<file path="src/zwe_pkg.sv">
`timescale 1ns / 1ps

package zwe_pkg;

    localparam int MAX_GRID_DEF = 1024;

    localparam int NUM_TERMS = 9;
    localparam int GRID_W    = 11;
    localparam int PIX_W     = 10;
    localparam int RECIP_W   = 25;
    localparam int WEIGHT_W  = 16;
    localparam int TERM_W    = 28;
    localparam int POS_W     = 38;
    localparam int CFG_DATA_W = 64;
    localparam int CFG_IDX_W  = 3;
    localparam int WAVE_W    = 32;

    localparam logic [GRID_W-1:0]  GRID_SIZE_RST   = 11'd256;
    localparam logic [RECIP_W-1:0] CENTER_RECIP_RST = 25'd65793;
    localparam logic [3:0]         TERM_COUNT_RST  = 4'd9;
    localparam logic [3:0]         TERM_COUNT_MAX  = 4'd9;

    typedef enum logic [CFG_IDX_W-1:0] {
        CFG_GRID_SIZE    = 3'd0,
        CFG_CENTER_RECIP = 3'd1,
        CFG_TERM_COUNT   = 3'd2,
        CFG_WEIGHTS_LO   = 3'd3,
        CFG_WEIGHTS_HI   = 3'd4,
        CFG_WEIGHT_SPH   = 3'd5
    } t_cfg_idx;

    typedef logic [NUM_TERMS-1:0][WEIGHT_W-1:0] t_weight_vec;
    typedef logic [NUM_TERMS-1:0][TERM_W-1:0]   t_term_vec;

    // Scaled pupil coordinates, Q.24, with the grid bounds check result.
    typedef struct packed {
        logic [POS_W-1:0] u;
        logic [POS_W-1:0] v;
        logic             on_grid;
    } t_coord;

    // All nine Zernike terms in Q.24 and the pupil membership flag.
    typedef struct packed {
        t_term_vec term;
        logic      in_pupil;
    } t_terms;

endpackage

</file>
<file path="src/zwe_coord.sv">
`timescale 1ns / 1ps

module zwe_coord import zwe_pkg::*; #(
    parameter int MAX_GRID = MAX_GRID_DEF
) (
    input  logic               i_clk,
    input  logic               i_rst_n,
    input  logic               i_valid,
    output logic               o_ready,
    input  logic [PIX_W-1:0]   i_row,
    input  logic [PIX_W-1:0]   i_col,
    input  logic [GRID_W-1:0]  i_grid_size,
    input  logic [RECIP_W-1:0] i_center_recip,
    output logic               o_valid,
    input  logic               i_ready,
    output t_coord             o_coord
);

    logic [1:0] r_vld;
    logic [1:0] en;

    logic [GRID_W-1:0]  n_eff;
    logic               on_grid;
    logic signed [12:0] dx_full;
    logic signed [12:0] dy_full;

    logic signed [11:0]      r_dx;
    logic signed [11:0]      r_dy;
    logic                    r1_on_grid;
    logic signed [POS_W-1:0] r_u;
    logic signed [POS_W-1:0] r_v;
    logic                    r2_on_grid;

    assign en[1]   = !r_vld[1] || i_ready;
    assign en[0]   = !r_vld[0] || en[1];
    assign o_ready = en[0];
    assign o_valid = r_vld[1];

    // A grid side above the supported maximum is used as the maximum.
    assign n_eff = (32'(i_grid_size) > 32'(MAX_GRID)) ? GRID_W'(MAX_GRID) : i_grid_size;

    assign on_grid = (n_eff >= GRID_W'(2)) && ({1'b0, i_row} < n_eff)
                     && ({1'b0, i_col} < n_eff);

    // Twice the offset from the grid center, exact in whole pixels.
    assign dx_full = $signed({2'b00, i_col, 1'b0}) - $signed({2'b00, n_eff}) + 13'sd1;
    assign dy_full = $signed({2'b00, i_row, 1'b0}) - $signed({2'b00, n_eff}) + 13'sd1;

    always_ff @(posedge i_clk) begin
        if (!i_rst_n) begin
            r_vld <= '0;
        end else begin
            if (en[0]) begin
                r_vld[0] <= i_valid;
            end
            if (en[1]) begin
                r_vld[1] <= r_vld[0];
            end
        end
    end

    always_ff @(posedge i_clk) begin
        if (en[0]) begin
            r_dx       <= dx_full[11:0];
            r_dy       <= dy_full[11:0];
            r1_on_grid <= on_grid;
        end
        if (en[1]) begin
            r_u        <= r_dx * $signed({1'b0, i_center_recip});
            r_v        <= r_dy * $signed({1'b0, i_center_recip});
            r2_on_grid <= r1_on_grid;
        end
    end

    assign o_coord.u       = r_u;
    assign o_coord.v       = r_v;
    assign o_coord.on_grid = r2_on_grid;

endmodule

</file>
<file path="config.mk">
export PLATFORM = sky130hd
export DESIGN_NAME = zwe_coord
export DESIGN_NICKNAME = d
export VERILOG_FILES = /design/src/zwe_pkg.sv /design/src/zwe_coord.sv
export SDC_FILE = /design/constraint.sdc
export NUM_CORES = 2
export LEC_CHECK = 0
export ABC_CLOCK_PERIOD_IN_PS = 7600
export BUFFER_PORTS_ARGS = -buffer_cell sky130_fd_sc_hd__buf_4
export CAP_MARGIN = 20
export CORE_ASPECT_RATIO = 0.7
export CORE_MARGIN = 1.5
export CORE_UTILIZATION = 35
export CTS_CLUSTER_DIAMETER = 100
export DETAILED_ROUTE_END_ITERATION = 8
export GPL_TIMING_DRIVEN = 0
export HOLD_SLACK_MARGIN = 0.12
export SYNTH_ARGS = -nofsm -noshare
export SYNTH_HDL_FRONTEND = slang
export SYNTH_SLANG_ARGS = --single-unit
</file>
<file path="constraint.sdc">
create_clock -name i_clk -period 7.6 [get_ports i_clk]
set_clock_uncertainty 0.05 [all_clocks]
set_input_delay 0.38 -clock i_clk [delete_from_list [all_inputs] [get_ports i_clk]]
set_output_delay 0.38 -clock i_clk [all_outputs]
set_load 0.01 [all_outputs]
</file>
# Word level (Yosys, flattened, before mapping)
# Cells that the tools add are included.
totals:
  elab_cells: 25
  inputBits: 60
  out_inout_bits: 79
  register_bits: 104
op_classes:
  reduce_logical: 6
  mux: 1
  n_lt_le_gt_ge: 4
  add_sub_neg: 4
  mul: 2
op_table:
  columns: ["operator", "n"]
  rows:
  - ["$mul 12x26->38", 2]
  - ["$add 12x2->12 const B", 2]
  - ["$sub 11x11->12", 2]
  - ["$lt 10x11->1", 2]
  - ["$ge 11x2->1 const B", 1]
  - ["$gt 11x11->1 const B", 1]
  - ["$mux 11", 1]
  - ["$logic_and 1x1->1", 2]
  - ["$logic_not 1->1", 2]
  - ["$logic_or 1x1->1", 2]

# Logic depth before layout (Yosys ltp)
depth:
  depth_word: 5
  ltp_mapped: 23

# Worst setup path before layout
# No wires, ideal clock.
synth_path:
  path_type: "register to register"
  from: "register r_dx[3]"
  to: "register r_u[35] (data pin)"
  stages_incl_launch_ff: 21
  setup_slack_ps: 2076
  setup_time_ps: 262
  t_arrival_ps: 5212
  path_cell_list: "edfxtp_1 -> clkbuf_1 -> clkbuf_1 -> nand2_1 -> fa_1 -> fa_1 -> inv_1 -> fa_1 -> fa_1 -> inv_1 -> fa_1 -> inv_1 -> ha_1 -> a21oi_1 -> o21bai_1 -> a211o_1 -> a31oi_1 -> o221ai_1 -> a31oi_1 -> o21bai_1 -> xor2_1"
synth_between:
  elab_chain_len: 1
synth_rtl:
  columns: ["element", "line_no", "source"]
  rows:
  - ["start, declared", "zwe_coord.sv:27", "logic signed [11:0] r_dx;"]
  - ["start signal, assigned", "zwe_coord.sv:64", "r_dx <= dx_full[11:0];"]
  - ["$mul 12x26->38", "zwe_coord.sv:69", "r_u <= r_dx * $signed({1'b0, i_center_recip});"]
  - ["end signal, assigned", "zwe_coord.sv:69", null]
  - ["end, declared", "zwe_coord.sv:30", "logic signed [POS_W-1:0] r_u;"]
# Every way passes these cells.
# A chain may end at the register's enable or synchronous reset.

# Worst setup path in the final report
layout_path:
  from: "register r_dx[11]"
  to: "register r_u[35] (data pin)"
# The elaborated chain is that of the path after synthesis.

==> impl_metrics.tcl <==
set metrics [dict create \
    violations "DRC" \
    end_kind "flop" \
    die_area_um2 70050 \
    rsz0062_at_grt "no" \
    path_clk_slew_ns 0.09 \
    postCtsSetupBuffers 0 \
    drive_gt1_share_pct 6.273 \
    synth.top_cell.area_share_pct 38.78 \
    startpoint_type "flop" \
    max-slew-margin-rel_pct 39.44 \
    vias_per_cell 4.815 \
    die_w_um 315.7 \
    pin_count 139 \
    hold_violations 0 \
    antenna_left 0 \
    wl_mm 63.66 \
    vias 17700 \
    synthTopCellsByArea "fa_1 39%, ha_1 14%, edfxtp_1 13%, inv_1 9.6%, nand2_1 6.8%" \
    tightest_slew_ns 0.9084 \
    gp_congestion 0.9372 \
    portBuffers 138 \
    antenna_found_initial 7 \
    areaGrowthSynthToFinish_pct 10.70 \
    wl_per_cell_um 17.31 \
    grt_pass1_vias 17980 \
    drt-pass1-iter-count 9 \
    grt_max_degree 49 \
    required_ns 7.72 \
    cts_sinks 102 \
    period_share_pct 97.75 \
    grt_pass1_wl_mm 100.9 \
    status "finished with violations" \
    tns_ns 0 \
    synth_seq_cells 102 \
    async_reset_ff_share_pct 0 \
    die_y_um 221.9 \
    layout.nets 3553 \
    crit_fanout 10 \
    core-area_um2 67970 \
    synth.net_count 3400 \
    syn_area_per_cell_um2 9.157 \
    fmax_ghz 0.1346 \
    track_usage_pct 19.11 \
    clockRootBuffer "clkbuf_16" \
    report.final.slew_viol_count 0 \
    ys_seq_area_share_pct 12.70 \
    numCtsBuffers 9 \
    num_rows 80 \
    dp_hpwl_mm 54.57 \
    clock_path_buffers 2 \
    worst_ep_arrival_time_ns 7.55 \
    drt_drc_violations_left 10 \
    syn_inst 2616 \
    critical_path_class "flop to flop" \
    insertion_delay_ns 0.42 \
    synth_edf_count 100 \
    hp-class "input pin to flop" \
    drtIter0Drc 1595 \
    hold_slack_ns 0.2265 \
    fin_crit_ns 7.429 \
    cts_tree "built" \
    initial_core_util_pct 35.25 \
    grt_remaining_overflow 0 \
    dominantRegCellSynth "edfxtp_1" \
    synth-warning-count 0 \
    syn_area_um2 23960 \
    finalSetupViolCount 0 \
    synth.distinct_cells 63 \
    htree_levels 3 \
    maxCapViolCount 0 \
    yosysTopAreaCell "fa_1" \
]
==> flip-flops by register name, summed over array words and instances, names as in the netlist <==
| signal | cells |
|---|---|
| r_u | 38 |
| r_v | 37 |
| r_dx | 12 |
| r_dy | 11 |
| r_vld | 2 |
| r1_on_grid | 1 |
| r2_on_grid | 1 |
==> layer usage <==
metal / vias to the layer above / track usage (%) / share of wire, %
li1: 8218 / - / -
met1: 8821 / 28.09 / 46
met2: 614 / 27.86 / 42
met3: 39 / 6.079 / 11
met4: 12 / 2.809 / 0.74
met5: - / 0 / 0.15
==> critical path, cell delays in order, from the launching register on <==
cell	delay [ns]
edfxtp_1	0.88
clkinvlp_4	0.51
clkbuf_1	0.45
nor2_1	0.23
fa_1	0.45
fa_1	0.42
fa_1	0.49
fa_1	0.49
inv_1	0.05
fa_1	0.47
inv_1	0.04
ha_1	0.36
a21oi_1	0.31
o21bai_1	0.10
a211o_1	0.30
a31oi_1	0.36
o221ai_1	0.41
a31oi_1	0.48
o21bai_1	0.14
xor2_1	0.17
==> stage by stage <==
| step | setup slack (ns) | instances | cell area, um2 | util (%) |
|---|---|---|---|---|
| CTS | 0.3904 | 3675 | 26480 | 38.97 |
| detailed placement | 0.4314 | 3657 | 26150 | 38.48 |
| global placement | 0.4386 | 3656 | 26120 | 38.43 |
| floorplan | 2.076 | 2616 | 23960 | - |
| finish | 0.1712 | 3677 | 26520 | 39.02 |
| global route | 0.01202 | 3676 | 26520 | 39.01 |
==> layout make-up <==
type | count | area, um2
antenna | 1 | 2.502
sequential | 102 | 3043
buffer | 116 | 444.2
tap | 902 | 1129
clock buffer | 9 | 225.2
inverter | 617 | 2322
timing repair buffer | 142 | 1111
clock inverter | 7 | 88.84
multi-input combinational | 1781 | 18150
fill | 6959 | 41450
==> cells in the mapped netlist (4+ instances only) <==
cell type  number
inv_1         615
fa_1          464
nand2_1       437
ha_1          260
and2_1        140
clkbuf_1      113
edfxtp_1      100
a21oi_1        76
nor2_1         73
a21o_1         44
xnor2_1        44
o21ai_0        39
xor2_1         31
nand2b_1       21
o21bai_1       18
o21a_1         16
a31oi_1        15
nand3_1        12
and3_1          9
nand4_1         9
nor3_1          8
nor2b_1         6
a211oi_1        4
o211ai_1        4
==> path summary, 6_finish.rpt <==
kind / from / cells past startpoint / slack [ns] / endpoint
max: r_dx[11]$_DFFE_PP_ / 19 / 0.17 / r_u[35]$_DFFE_PP_
min: i_grid_size[10] / 2 / 0.23 / r1_on_grid$_DFFE_PP_
max reg2reg: r_dx[11]$_DFFE_PP_ / 19 / 0.17 / r_u[35]$_DFFE_PP_
min reg2reg: r1_on_grid$_DFFE_PP_ / 0 / 0.39 / r2_on_grid$_DFFE_PP_
==> cells in the final DEF, fill, tap and decap left out, types with 12 or more instances in the layout <==
cell type / n
o21ai_0: 39
o21bai_1: 18
fa_1: 464
xnor2_1: 44
clkbuf_1: 113
buf_4: 140
nand2b_1: 21
nand3_1: 12
and2_1: 140
xor2_1: 31
ha_1: 260
edfxtp_1: 100
nand2_1: 437
a31oi_1: 15
nor2_1: 73
inv_1: 614
o21a_1: 16
a21o_1: 44
a21oi_1: 76
==> cells by family after synthesis <==
family                   after synthesis  share of synthesized area [%]
AO/OA/AOI/OAI                        254                          6.994
XOR/XNOR                              75                          2.742
adder cells (fa/ha/maj)              724                          52.36
buffers and inverters                733                          11.52
flip-flops                           102                          12.70
AND/OR/NAND/NOR                      728                          13.68
==> timing repair <==
item | 4_1_cts | 5_1_grt
hold endpoints to repair | 2 | 0
endpoints found under the setup margin | 0 | 2
hold buffers | 2 | 0
gates resized for setup | 0 | 1
Power is left out: the tool's default activity adds up to more than one toggle a clock period on the data nets, which glitch-free logic cannot reach.
